<file path="config.mk">
export PLATFORM = sky130hd
export DESIGN_NAME = fpn_front
export DESIGN_NICKNAME = d
export VERILOG_FILES = /design/src/hdl/fpn_pkg.sv /design/src/hdl/fpn_front.sv
export SDC_FILE = /design/constraint.sdc
export NUM_CORES = 1
export LEC_CHECK = 0
export BUFFER_PORTS_ARGS = -buffer_cell sky130_fd_sc_hd__buf_2
export CORE_MARGIN = 2
export CORE_UTILIZATION = 54
export CTS_BUF_LIST = sky130_fd_sc_hd__clkbuf_4 sky130_fd_sc_hd__clkbuf_8
export CTS_CLUSTER_SIZE = 8
export DETAILED_ROUTE_END_ITERATION = 7
export HOLD_SLACK_MARGIN = 0.12
export PLACE_DENSITY = 0.89
export SYNTH_ARGS = -nofsm -noshare
export SYNTH_HDL_FRONTEND = slang
export SYNTH_SLANG_ARGS = --single-unit
</file>
<file path="constraint.sdc">
create_clock -name clk -period 3.93 [get_ports clk]
set_input_delay 0.393 -clock clk [delete_from_list [all_inputs] [get_ports clk]]
set_output_delay 0.393 -clock clk [all_outputs]
set_load 0.02 [all_outputs]
</file>
<file path="src/hdl/fpn_pkg.sv">
// ----------------------------------------------------------------------------
// fpn_pkg: shared types and constants of the fractal gradient noise block
// Item and configuration structs, register indexes, sequencer states.
// ----------------------------------------------------------------------------
`default_nettype none

package fpn_pkg;

  localparam int TABLE_SIZE_DEF  = 256;
  localparam int MAX_OCTAVES_DEF = 16;
  localparam int FRAC_BITS_DEF   = 16;

  // opcode values
  localparam logic OP_LOAD = 1'b0;
  localparam logic OP_EVAL = 1'b1;

  // configuration register indexes
  localparam logic [2:0] CFG_OCTAVE_COUNT   = 3'd0;
  localparam logic [2:0] CFG_BASE_AMPLITUDE = 3'd1;
  localparam logic [2:0] CFG_BASE_FREQUENCY = 3'd2;
  localparam logic [2:0] CFG_PERSISTENCE    = 3'd3;
  localparam logic [2:0] CFG_LACUNARITY     = 3'd4;

  // configuration reset values
  localparam logic [4:0]  OCTAVE_COUNT_RST   = 5'd4;
  localparam logic [23:0] BASE_AMPLITUDE_RST = 24'd65536;
  localparam logic [23:0] BASE_FREQUENCY_RST = 24'd65536;
  localparam logic [16:0] PERSISTENCE_RST    = 17'd32768;
  localparam logic [19:0] LACUNARITY_RST     = 20'd131072;

  typedef struct packed {
    logic               opcode;
    logic signed [31:0] x_coord;
    logic signed [31:0] y_coord;
    logic [7:0]         entry_index;
    logic [7:0]         entry_value;
  } item_t;

  typedef struct packed {
    logic [4:0]  octave_count;
    logic [23:0] base_amplitude;
    logic [23:0] base_frequency;
    logic [16:0] persistence;
    logic [19:0] lacunarity;
  } cfg_t;

  typedef enum logic [3:0] {
    ST_CLEAR,
    ST_IDLE,
    ST_MUL,
    ST_HASH0,
    ST_HASH1,
    ST_HASH2,
    ST_GRAD,
    ST_LERP1,
    ST_LERP2,
    ST_ACC,
    ST_DONE
  } back_state_t;

endpackage

`default_nettype wire

</file>
<file path="src/hdl/fpn_front.sv">
// ----------------------------------------------------------------------------
// fpn_front: input word intake and two-entry queue
// Unpacks stream words into items and buffers them for the back end.
// ----------------------------------------------------------------------------
`default_nettype none

module fpn_front
  import fpn_pkg::*;
(
  input  wire logic        clk,
  input  wire logic        rst_n,
  input  wire logic        hold,
  input  wire logic        in_tvalid,
  output logic             in_tready,
  input  wire logic [79:0] in_tdata,
  input  wire logic [0:0]  in_tuser,
  output logic             q_valid,
  input  wire logic        q_ready,
  output item_t            q_item
);

  item_t      q_mem_r [2];
  logic       wp_r, rp_r;
  logic [1:0] cnt_r;
  item_t      in_item;
  logic       push, pop;

  always_comb begin
    in_item.opcode      = in_tuser[0];
    in_item.x_coord     = in_tdata[31:0];
    in_item.y_coord     = in_tdata[63:32];
    in_item.entry_index = in_tdata[71:64];
    in_item.entry_value = in_tdata[79:72];
  end

  assign in_tready = (cnt_r != 2'd2) && !hold;
  assign push      = in_tvalid && in_tready;
  assign q_valid   = (cnt_r != 2'd0);
  assign pop       = q_valid && q_ready;
  assign q_item    = q_mem_r[rp_r];

  always_ff @(posedge clk) begin
    if (push) begin
      q_mem_r[wp_r] <= in_item;
    end
  end

  always_ff @(posedge clk) begin
    if (!rst_n) begin
      wp_r  <= 1'b0;
      rp_r  <= 1'b0;
      cnt_r <= 2'd0;
    end else begin
      if (push) begin
        wp_r <= ~wp_r;
      end
      if (pop) begin
        rp_r <= ~rp_r;
      end
      cnt_r <= cnt_r + {1'b0, push} - {1'b0, pop};
    end
  end

endmodule

`default_nettype wire

</file>
# Word-level counts from Yosys, hierarchy flattened
# Memories as Yosys holds them, arrays and structs flattened. A register that Yosys moved wholly into a read port is not among the register bits.
# Index checks and enable logic that the tools add are counted.
word_totals:
  register_bits: 4
  ramBits: 162
  inputBits: 86
  out_inout_bits: 83
  elab_cells: 18
  mem_count: 1
mem_list:
  columns: ["name", "words", "width", "rd", "rd_ports_with_merged_regs", "wr", "line_no", "source"]
  rows:
  - ["q_mem_r", 2, 81, 1, 1, 1, "fpn_front.sv:22", "item_t q_mem_r [2];"]
op_classes:
  add_sub_neg: 2
  n_eq_ne: 1
  muxes: 4
  bitwise_logic: 2
  n_reduce_logical: 5
op_table:
  columns: ["cell", "n"]
  rows:
  - ["$mux 1", 4]
  - ["$logic_and 1x1->1", 3]
  - ["$add 2x1->2", 1]
  - ["$ne 2x2->1 const B", 1]
  - ["$not 1->1", 2]
  - ["$reduce_bool 2->1", 1]
  - ["$sub 2x1->2", 1]
  - ["$logic_not 1->1", 1]

# Longest topological paths before layout
# Gate-level depths: netlist (run 1).
logic_depth:
  depth_word: 5
  depth_mapped: 9
  depth_no_buf: 9

# Least setup slack after synthesis (run 1)
# OpenSTA, ideal clock, no wires.
synth_path:
  path_kind: "flip-flop to flip-flop"
  startpoint: "register cnt_r[1]"
  endpoint: "memory q_mem_r[1][0] (netlist name) (enable)"
  setup_time_ns: 0.449
  arrival_ns: 2.804
  t_required_ns: 3.481
  path_slack_ns: 0.677
  stages_incl_launch_ff: 4
  path_buffers: 0
  period_less_slack_ns: 3.253
  cell_sequence: "dfxtp_1 nor2b_4 nor2_1 and3_1"
synth_between:
  elab_chain_len: 5
synth_lines:
  columns: ["item", "line_no", "source"]
  rows:
  - ["start: declaration", "fpn_front.sv:24", "logic [1:0] cnt_r;"]
  - ["start signal: assignment", "fpn_front.sv:60", "cnt_r <= cnt_r + {1'b0, push} - {1'b0, pop};"]
  - ["$ne 2x2->1", "fpn_front.sv:36", "assign in_tready = (cnt_r != 2'd2) && !hold;"]
  - ["$logic_and 1x1->1", "fpn_front.sv:36", null]
  - ["via in_tready", "fpn_front.sv:14", "output logic in_tready,"]
  - ["$logic_and 1x1->1", "fpn_front.sv:37", "assign push = in_tvalid && in_tready;"]
  - ["$mux 1", "fpn_front.sv:43", "if (push) begin"]
  - ["$mux 1 (not written as such)", "fpn_front.sv:44", "q_mem_r[wp_r] <= in_item;"]
  - ["end: declaration", "fpn_front.sv:22", null]
# The timed path passes the listed nets, and every way through them passes these cells.

==> results by group, run 1 <==
Synth
  – Number of unique standard cell types used by synthesis: 21
  – Share of synthesized area occupied by flip-flops and latches: between 80% and 90%
  – Number of enable flip-flop cells after synthesis: 162
  – Fraction of synthesized cell area taken by the top area cell type: 79.5%
  – Most frequently used flop master after synthesis: edfxtp_1
  – Count of mapped cells out of synthesis: 280
  – Cell type contributing the most total cell area after synthesis: edfxtp_1
  – Largest cells by area after synthesis: edfxtp_1, mux2_1, dfxtp_1, buf_6, ha_1
  – Post-synthesis async set-or-reset flop share: 0%
  – Number of nets in the synthesized netlist: 368
  – Register bit count reported by yosys: 167
  – Netlist area before placement: around 0.006 mm^2
  – Average size of a mapped cell: around 22 um^2
  – Synth warnings: 0

Global routing
  – Global-route congestion overflow total: 0
  – Number of global-route vias before repair: between 3,000 and 4,000
  – Global-route wire length before repair: 17,200 um
  – Antenna violations before repair: 0
  – Total track usage: 18.3%
  – Pin count of the biggest net entering global routing: 82

Critical path
  – Worst-path maximum fanout: 81
  – Cell family with the largest share of critical-path delay: flip-flops
  – Largest stage delay on the critical path: between 1 and 1.5 ns
  – Critical path endpoint category: primary output
  – CP Data Required Time: 3.54 ns
  – Cells along the critical path: mux2_1 -> buf_2
  – Setup crit end: q_item[5]
  – Worst setup path class: register to primary output
  – Critical Path Source Type: register
  – Critical path depth in cells: 2
  – Standard cell with the maximum stage delay on the critical path: dfxtp_4
  – R2r setup slk: 1.60 ns
  – Critical Path AT: 2.12 ns
  – Buffer and inverter count on the worst path: 1
  – Number of cells on the worst reg-to-reg path: 4
  – Worst r2r src: cnt_r[1]
  – R2r endpoint: q_mem_r[0][77]

Placed design
  – Total instance count after detailed placement: 581
  – Port-buffer cells: about 170
  – Placed wire-length estimate: 6600 um
  – GP Congestion: roughly 0.71

STA
  – Tightest Pin Transition: 1.13 ns
  – Setup repair after global routing missed its margin: false
  – Relative max-transition margin: between 20 and 25%
  – Slew Viols, Final: 0
  – Final worst hold slack: between 0.1 and 0.15 ns
  – Final setup skew: 0.0148 ns
  – Final critical path time including I/O delays and setup: 2.51 ns
  – Final worst-path cycle share: about 64%
  – Setup_tns: 0 ns
  – Setup-violating endpoint count in the final report: 0
  – Number of hold-slack violations in the final timing report: 0
  – Fmax achieved: 0.398 GHz

Power
  – Power per standard cell area: about 560 mW/mm^2
  – Static leakage: 3.08 nW
  – Largest vdd supply drop: 0.545 mV

Run status
  – Status: completed

Die
  – Number of top-level design ports: roughly 170
  – Die height: ~110 um
  – Initial core utilization: a little under three fifths
  – Full die area: 0.0122 mm^2
  – Std cell rows: 38
  – Horizontal die dimension: between 100 and 150 um
  – Core Footprint: 0.0109 mm^2

Min path
  – Hold WC Path Type: input pin to register

Clocking
  – Clock tree from TritonCTS: built
  – Register clock-pin slew on the reported worst setup and hold paths: 0.08 ns
  – Deepest clock path buffer count: 2
  – Resize count post-CTS: 0
  – Cts bufs inserted: 17
  – Latest clock arrival within the worst-skew pair: 0.44 ns
  – Root Buffer: clkbuf_8
  – Clk sinks: approximately 170
  – # hold bufs at CTS: 19
  – Buffers inserted during post-CTS setup optimization: 0
  – Number of levels the H-tree was split into: 4

Drt
  – Remaining antenna violation count: 0
  – First-iteration detailed-routing DRC count: ~100
  – Final Routed Wirelength: 11,900 um
  – Count of TritonRoute iterations in the first routing pass: 4
  – Wire length per cell: 17.5 um
  – DRC Markers: 0
  – Post-detailed-route via-to-cell ratio: between 5 and 6
  – Vias post-DR: 3,433

Cells and area
  – Area overhead of the layout relative to synthesis: 33.0%
  – Share of final-layout standard cells stronger than drive strength 1: between 30% and 40%
  – Top library cells by usage in the layout, fill and taps aside: buf_2, edfxtp_1, mux2_1
  – Layout Cells excl Fill: slightly below 700
  – Most frequent standard cell in the layout excluding fill and tap cells: buf_2
  – Nets@finish: around 600
  – Reg area: 0.00497 mm^2
  – Filler Cell Count: 639
  – Area occupied by multi-input gates: 0.00105 mm^2

Job
  – Max-cap violations: 0
[state kept, by name (all words and copies together) (netlist names), named ones only]
name     flops
cnt_r        2
q_mem_r    162
rp_r         1
wp_r         1
[cells in the mapped netlist, types with 2 or more instances]
| library cell | count |
|---|---|
| and2_1 | 2 |
| buf_6 | 8 |
| dfxtp_1 | 5 |
| edfxtp_1 | 162 |
| ha_1 | 2 |
| inv_1 | 3 |
| mux2_1 | 81 |
| nor2_1 | 4 |
[area by class of cell]
class | count | share of cell area (%)
antenna | 1 | 0.0307
clock buffer | 20 | 3.15
clock inverter | 12 | 1.57
inverter | 3 | 0.154
multi-input combinational | 101 | 12.9
sequential | 167 | 61.0
tap | 140 | 2.15
timing repair buffer | 239 | 19.0
[routing by layer]
layer	global-route usage [%]	vias to the layer above	share of wire (%)
met1	21.4	1676	39
met4	6.50	0	2.0
met2	31.2	136	53
met5	0	-	0
li1	-	1601	-
met3	6.64	20	5.7
[worst min path at each step]
stage,start,to,slack [ns],cells after the start
floorplan,wp_r,wp_r,0.46,2
global placement,wp_r,wp_r,0.48,2
detailed placement,wp_r,wp_r,0.51,2
CTS,in_tdata[47],q_mem_r[0][31],0.12,1
global route,in_tdata[60],q_mem_r[0][44],0.11,1
finish,in_tdata[40],q_mem_r[0][24],0.14,1
[per-stage QoR]
stage	util [%]	setup slack [ns]	power (mW)	instance area, um^2
4_1_cts	69.9	1.36	4.51	7640
5_1_grt	74.4	1.26	4.74	8140
3_5_place_dp	64.6	1.51	3.33	7070
6_report	74.5	1.42	4.55	8140
3_3_place_gp	64.6	1.56	3.30	7070
2_1_floorplan	-	0.677	3.02	6120
[cell families (layout without fill, tap and decap cells)]
kind of cell	Yosys count	after routing	synth area share [%]
AOI/OAI and AO/OA	3	3	0.306
DFF	167	167	81.1
xor gates and xnor gates	2	2	0.286
other	0	1	0
buffers and inverters	12	274	1.78
and+or+nand+nor	13	13	1.23
muxes	81	81	14.9
adders and majority gates	2	2	0.409
[power breakdown]
part	switching, mW	internal (mW)	leakage [nW]
Clock	0.596	0.585	0.194
Combinational	0.626	0.466	1.36
Sequential	0.162	2.11	1.53
Total	1.38	3.17	3.08
(Power assumes the default switching activity.)
==> inputs of run 2 (changes only) <==
ABC_AREA = 1   (was default)
CORE_UTILIZATION = 49   (was 54)
PLACE_DENSITY = 0.85   (was 0.89)
clock period = 2.28 ns   (was 3.93 ns; I/O delays follow)
==> run 2 against run 1 <==
Clock power increased by 100%. Combinational power increased by 97%. Worst setup slack got worse by 1.2 ns. Global-route usage increased by 0.15 points. Sequential cell count unchanged. Count of clock-buffer cells in the layout unchanged. Sequential power increased by 64%. Via count increased by 3.4%. Non-clock buffer count increased by 18. Cell count increased by 9.4%. Largest power group unchanged.
==> results by group, run 2 <==
Min path
  – Hold WC Path Type: input pin to register

Power
  – Largest vdd supply drop: 0.758 mV (+39%)
  – Net switching share of the total power: 27.4% (-3.0 points)
  – Static leakage: 3.47 nW (+13%)
  – Relative contribution of the clock network to total power: 28.7% (+2.7 points)
  – Power share of the combinational group: 26.0% (+2.0 points)
  – Sequential cell fraction of total power: 45.3% (-4.8 points)
  – Total internal power: 6.00 mW (+89%)
  – Net switching power: 2.27 mW (+64%)
  – Power per standard cell area: 942 mW/mm^2 (+69%)

STA
  – Number of hold-slack violations in the final timing report: 0 (unchanged)
  – Final worst hold slack: 0.230 ns (+0.0859 ns)
  – Tightest Pin Transition: 0.579 ns (-0.547 ns)
  – Slew Viols, Final: 0 (unchanged)
  – Final setup skew: 0.0123 ns (-0.00244 ns)
  – Final worst-path cycle share: 90.4%
  – Setup_tns: 0 ns (unchanged)
  – Final critical path time including I/O delays and setup: 2.06 ns
  – Relative max-transition margin: 61.4% (+36 points)
  – Worst Slack Setup Final: 0.219 ns (-1.20 ns)
  – Fmax achieved: a little under 0.5 GHz
  – Setup repair after global routing missed its margin: false
  – Setup-violating endpoint count in the final report: 0 (unchanged)

Critical path
  – Cell family with the largest share of critical-path delay: flip-flops
  – Standard cell with the maximum stage delay on the critical path: dfxtp_4
  – Worst-path maximum fanout: 36 (-56%)
  – Worst setup path class: register to primary output
  – Buffer and inverter count on the worst path: 2 (+1)
  – Critical path endpoint category: primary output
  – Largest stage delay on the critical path: 0.55 ns (-0.53 ns)
  – CP Data Required Time: 2.05 ns (-1.49 ns)
  – Critical Path Source Type: register
  – Critical Path AT: 1.83 ns (-0.29 ns)
  – Cells along the critical path: buf_12 -> mux2_4 -> buf_2

Synth
  – Share of synthesized area occupied by flip-flops and latches: 76.3% (-4.8 points)
  – Largest cells by area after synthesis: edfxtp_1, mux2_4, buf_12, dfxtp_1, inv_1
  – Count of mapped cells out of synthesis: 291 (+3.9%)
  – Cell type contributing the most total cell area after synthesis: edfxtp_1
  – Average size of a mapped cell: 22.4 um^2 (+2.3%)
  – Number of enable flip-flop cells after synthesis: 162 (unchanged)
  – Fraction of synthesized cell area taken by the top area cell type: 74.8% (-4.7 points)
  – Synth warnings: 0 (unchanged)
  – Number of nets in the synthesized netlist: 379 (+3.0%)
  – Most frequently used flop master after synthesis: edfxtp_1
  – Netlist area before placement: 0.00651 mm^2 (+6.3%)
  – Register bit count reported by yosys: 167 (unchanged)
  – Number of unique standard cell types used by synthesis: 14 (-33%)
  – Most used standard cell by instance count after synthesis: edfxtp_1
  – Commonest cells in the synthesized netlist: edfxtp_1, mux2_4, inv_1
  – Post-synthesis async set-or-reset flop share: 0% (unchanged)

Cells and area
  – Largest register by flop count: q_mem_r
  – Share of final-layout standard cells stronger than drive strength 1: 50.8% (+13 points)
  – Area overhead of the layout relative to synthesis: 34.9%
  – Most frequent standard cell in the layout excluding fill and tap cells: buf_2
  – N_diodes: 0 (-1)
  – Top Registers: q_mem_r x162, cnt_r x2
  – Max FFs per register: 162 (unchanged)
  – Top library cells by usage in the layout, fill and taps aside: buf_2, edfxtp_1, dlygate4sd3_1
  – Post-route cell area: 0.00877 mm^2 (+7.8%)
  – Nets@finish: 646 (+4.7%)
  – Filler Cell Count: 852 (+33%)

Global routing
  – Pin count of the biggest net entering global routing: 42 (-49%)
  – Number of global-route vias before repair: 3,926 (+14%)
  – Global-route congestion overflow total: 0 (unchanged)
  – Global-route wire length before repair: 19,500 um (+13%)
  – Total track usage: 18.5% (+0.15 points)
  – Antenna violations before repair: 0 (unchanged)

Clocking
  – Latest clock arrival within the worst-skew pair: 0.44 ns (about the same)
  – Deepest clock path buffer count: 2 (unchanged)
  – Clk sinks: 167 (unchanged)
  – Register clock-pin slew on the reported worst setup and hold paths: 0.09 ns (about the same)
  – Root Buffer: clkbuf_8
  – Number of levels the H-tree was split into: 4 (unchanged)
  – Cts bufs inserted: 17 (unchanged)
  – Resize count post-CTS: 0 (unchanged)
  – Clock tree from TritonCTS: built

Placed design
  – Placed wire-length estimate: 7560 um (+15%)
  – Port-buffer cells: 168 (unchanged)
  – Worst Setup Slack post-DPL: 0.548 ns (-0.964 ns)
  – Placed inst area: 0.00748 mm^2 (+5.9%)
  – GP Congestion: 0.675 (-5.4%)

Die
  – Number of top-level design ports: 169 (unchanged)
  – Horizontal die dimension: 119 um (+7.9%)
  – Initial core utilization: 49.7% (-6.3 points)
  – Full die area: 0.0142 mm^2 (+16%)
  – Std cell rows: 42 (+11%)
  – Die height: 119 um (+7.9%)
  – Core Footprint: 0.0131 mm^2 (+20%)

Job
  – Max-cap violations: 0 (unchanged)

Drt
  – Remaining antenna violation count: 0 (unchanged)
  – Vias post-DR: 3,549 (+3.4%)
  – First-iteration detailed-routing DRC count: 209 (+100%)
  – Wire length per cell: 17.1 um (-2.3%)
  – Final Routed Wirelength: 12,800 um (+6.9%)
  – Post-detailed-route via-to-cell ratio: 4.75 (-5.5%)
  – Count of TritonRoute iterations in the first routing pass: 4 (unchanged)
  – DRC Markers: 0 (unchanged)

Run status
  – Status: completed
run 2: cell count changes after synthesis, sizes merged, moves of 2 or more:
| cell | delta |
|---|---|
| nand2 | +8 |
| nor2 | +2 |
| inv | +7 |
| nand3 | +3 |
| and2 | -2 |
run 2: what timing repair did:
action                                 CTS  global route
endpoints found under the hold margin  167             0
buffers inserted                         0             0
hold buffers                            83             0
run 2: final cells by class:
type                    instances  area [um^2]  share of cell area (%)
inverters                      10         41.3                   0.471
flip-flops and latches        167         4970                    56.6
clock inverters                12          200                    2.28
clock buffers                  20          263                    2.99
well taps                     176          220                    2.51
repair buffers                257         1740                    19.8
multi-input cells             105         1340                    15.3
run 2: worst register-to-register path, cell delays in order (launching register included):
cell	delay, ns
dfxtp_1	0.39
inv_1	0.10
nand2_1	0.12
nand3_1	0.21
ha_1	0.37
inv_1	0.06
ha_1	0.21
inv_1	0.07
nand2_1	0.07
a21oi_1	0.23
nor2_1	0.10
run 2: per-layer routing:
metal  up-vias  GRT usage (%)  share of wire, %
li1       1664              -                 -
met1      1737           19.6                37
met2       129           34.1                55
met3        19           5.46               5.2
met4         0           7.44               1.9
met5         -              0                 0
run 2: cell families after synthesis:
kind of cell             count (synthesis)  share of synthesized area, %
AND/OR/NAND/NOR                         19                          1.19
multiplexers                            81                          18.6
flip-flops                             167                          76.3
buffers and inverters                   19                          3.21
adder cells (fa/ha/maj)                  2                         0.385
AO/OA/AOI/OAI                            3                         0.269
run 2: final timing paths:
path         startpoint          to  slack (ns)  cells after the start
min           in_tvalid        wp_r        0.23                      4
max            register  q_item[77]        0.22                      3
max reg2reg    cnt_r[0]    cnt_r[1]        0.25                     10
min reg2reg        rp_r        rp_r        0.59                      2
run 2: stage by stage:
stage | total power [mW] | cells | util, %
floorplan | 5.38 | 291 | -
global placement | 5.75 | 632 | 57.2
detailed placement | 5.82 | 632 | 57.2
CTS | 8.30 | 747 | 67.1
global route | 8.57 | 747 | 67.1
finish | 8.26 | 747 | 67.1
run 2: power groups by stage:
stage | Clock (mW) | Sequential [mW] | Combinational, mW
finish | 2.37 | 3.74 | 2.15
global route | 2.54 | 3.77 | 2.26
CTS | 2.43 | 3.74 | 2.13
detailed placement | 0 | 3.81 | 2.01
global placement | 0 | 3.79 | 1.96
floorplan | 0 | 3.75 | 1.64
==> inputs of run 3 (changes only) <==
--- a/config.mk
+++ b/config.mk
@@ -14,4 +14,6 @@
 export DETAILED_ROUTE_END_ITERATION = 7
+export GPL_ROUTABILITY_DRIVEN = 1
 export HOLD_SLACK_MARGIN = 0.12
 export PLACE_DENSITY = 0.85
+export SETUP_SLACK_MARGIN = 0.3
 export SYNTH_ARGS = -nofsm -noshare
==> constraint.sdc (replaced) <==
create_clock -name clk -period 2.28 [get_ports clk]
set_input_delay 0.342 -clock clk [delete_from_list [all_inputs] [get_ports clk]]
set_output_delay 0.342 -clock clk [all_outputs]
set_load 0.02 [all_outputs]
==> run 3 against run 2 <==
Critical path depth grew 1. Count of clock-buffer cells in the layout grew 3. Maximum frequency rose by 3.8%. Combinational power is 30% higher. Clock power fell by 24%. Sequential cell count stayed put. Die area stayed put.
==> results by group, run 3 (synthesized netlist as in run 2, its figures left out) <==
Drt
  – Final Routed Wirelength: 14,000 um (+9.9%)
  – Vias post-DR: 3,673 (+3.5%)
  – Remaining antenna violation count: 0 (unchanged)
  – Count of TritonRoute iterations in the first routing pass: 4 (unchanged)
  – Post-detailed-route via-to-cell ratio: 4.85 (+2.0%)
  – DRC Markers: 0 (unchanged)
  – First-iteration detailed-routing DRC count: 270 (+29%)
  – Wire length per cell: 18.5 um (+8.3%)

Critical path
  – CP Data Required Time: 1.94 ns (-0.11 ns)
  – Critical Path Source Type: register
  – Buffer and inverter count on the worst path: 3 (+1)
  – Cells along the critical path: buf_12 -> clkbuf_16 -> mux2_4 -> buf_2
  – Worst setup path class: register to primary output
  – Critical Path AT: 1.64 ns (-0.19 ns)
  – Cell family with the largest share of critical-path delay: buffers and inverters
  – Worst-path maximum fanout: 5 (-86%)
  – Critical path endpoint category: primary output
  – Standard cell with the maximum stage delay on the critical path: dfxtp_4
  – Largest stage delay on the critical path: 0.42 ns (-0.13 ns)

Clocking
  – Root Buffer: clkbuf_8
  – Clock tree from TritonCTS: built
  – Clk sinks: 167 (unchanged)
  – Cts bufs inserted: 17 (unchanged)
  – Latest clock arrival within the worst-skew pair: 0.45 ns (about the same)
  – Register clock-pin slew on the reported worst setup and hold paths: 0.08 ns (about the same)
  – Deepest clock path buffer count: 2 (unchanged)
  – Number of levels the H-tree was split into: 4 (unchanged)

Cells and area
  – Largest register by flop count: q_mem_r
  – Most frequent standard cell in the layout excluding fill and tap cells: edfxtp_1
  – Area overhead of the layout relative to synthesis: 42.0%
  – Share of final-layout standard cells stronger than drive strength 1: 52.6% (+1.8 points)
  – Nets@finish: 658 (+1.9%)
  – Top library cells by usage in the layout, fill and taps aside: edfxtp_1, buf_2, dlygate4sd3_1
  – N_diodes: 0 (unchanged)
  – Max FFs per register: 162 (unchanged)
  – Top Registers: q_mem_r x162, cnt_r x2
  – Post-route cell area: 0.00924 mm^2 (+5.3%)

Die
  – Number of top-level design ports: 169 (unchanged)
  – Full die area: 0.0142 mm^2 (unchanged)
  – Core Footprint: 0.0131 mm^2 (unchanged)
  – Horizontal die dimension: 119 um (unchanged)
  – Std cell rows: 42 (unchanged)
  – Die height: 119 um (unchanged)
  – Initial core utilization: 49.7% (unchanged)

Run status
  – Status: completed

Global routing
  – Global-route congestion overflow total: 0 (unchanged)
  – Pin count of the biggest net entering global routing: 47 (+12%)
  – Total track usage: 18.1% (-0.34 points)
  – Global-route wire length before repair: 19,100 um (-1.8%)
  – Number of global-route vias before repair: 3,912 (-0.36%)
  – Antenna violations before repair: 0 (unchanged)

Power
  – Power per standard cell area: 901 mW/mm^2 (-4.3%)
  – Static leakage: 3.64 nW (+4.8%)
  – Largest vdd supply drop: 0.557 mV (-27%)
  – Total power draw: 8.32 mW (+0.76%)

Placed design
  – Placed inst area: 0.00752 mm^2 (+0.47%)
  – Port-buffer cells: 168 (unchanged)
  – GP Congestion: 0.678 (+0.52%)
  – Placed wire-length estimate: 7220 um (-4.5%)

Min path
  – Hold WC Path Type: input pin to register

STA
  – Final critical path time including I/O delays and setup: 1.99 ns (-0.0751 ns)
  – Number of hold-slack violations in the final timing report: 0 (unchanged)
  – Tightest Pin Transition: 0.490 ns (-0.0888 ns)
  – Setup_tns: 0 ns (unchanged)
  – Relative max-transition margin: 67.3% (+5.9 points)
  – Fmax achieved: 0.504 GHz (+3.8%)
  – Final setup skew: 0.0134 ns (+0.00106 ns)
  – Setup-violating endpoint count in the final report: 0 (unchanged)
  – Slew Viols, Final: 0 (unchanged)
  – Final worst-path cycle share: 87.1% (-3.3 points)
  – Setup repair after global routing missed its margin: true

Job
  – Max-cap violations: 0 (unchanged)
-- run 3: cell types whose count changed in the layout (fill, tap and decap cells not counted), moves of 2 or more --
| cell | delta |
|---|---|
| buf_6 | +51 |
| buf_2 | -48 |
| bufinv_16 | -5 |
| clkbuf_16 | +5 |
| buf_12 | +4 |
| clkbuf_4 | +4 |
| buf_16 | +2 |
| buf_4 | -2 |
| dfxtp_1 | -2 |
| dfxtp_2 | +2 |
-- run 3: final timing paths --
check / cells past startpoint / end / slack [ns] / from
worst min register to register: 2 / rp_r / 0.51 / rp_r
worst min-delay path: 4 / register / 0.24 / q_ready
worst max register to register: 3 / q_mem_r[1][10] / 0.66 / wp_r
worst max-delay path: 4 / q_item[69] / 0.29 / register
-- run 3: what timing repair did --
action	4_1_cts	5_1_grt
cloned	0	10
gates resized for setup	1	106
hold endpoints to repair	163	0
endpoints found under the setup margin	54	81
hold buffers	82	0
setup buffers	0	3
-- run 3: area by class of cell --
cell class              instances  area (um^2)
clock buffers                  23          279
clock inverters                 8         53.8
fillers                       784         3850
inverters                      10         41.3
multi-input cells             105         1350
flip-flops and latches        167         4970
well taps                     176          220
repair buffers                269         2330
-- run 3: per-stage QoR --
| stage | instances | setup slack [ns] | hold WS [ns] | util, % |
|---|---|---|---|---|
| floorplan | 291 | 0.0948 | 0.435 | - |
| global placement | 632 | 0.660 | 0.469 | 57.4 |
| detailed placement | 632 | 0.604 | 0.492 | 57.4 |
| CTS | 745 | 0.225 | 0.216 | 66.3 |
| global route | 758 | 0.228 | 0.229 | 70.6 |
| finish | 758 | 0.294 | 0.239 | 70.6 |
-- run 3: worst min-delay path, delay by kind of cell --
| family | cells | cell delay, ns |
|---|---|---|
| buffers and inverters | 1 | 0.10 |
| AND/OR/NAND/NOR | 3 | 0.21 |
-- run 3: routing by layer --
metal | GRT usage, % | share of wire, % | vias up | routed length, um
li1 | - | - | 1685 | -
met1 | 19.0 | 38 | 1825 | 5300
met2 | 33.6 | 55 | 144 | 7690
met3 | 5.65 | 5.5 | 19 | 767
met4 | 7.07 | 1.8 | 0 | 255
met5 | 0 | 0 | - | 0
-- run 3: report_power, final --
group          leakage, nW  internal (mW)  switching [mW]
Combinational         1.95           1.50            1.31
Sequential            1.53           3.63          0.0867
Clock                0.168          0.813           0.993
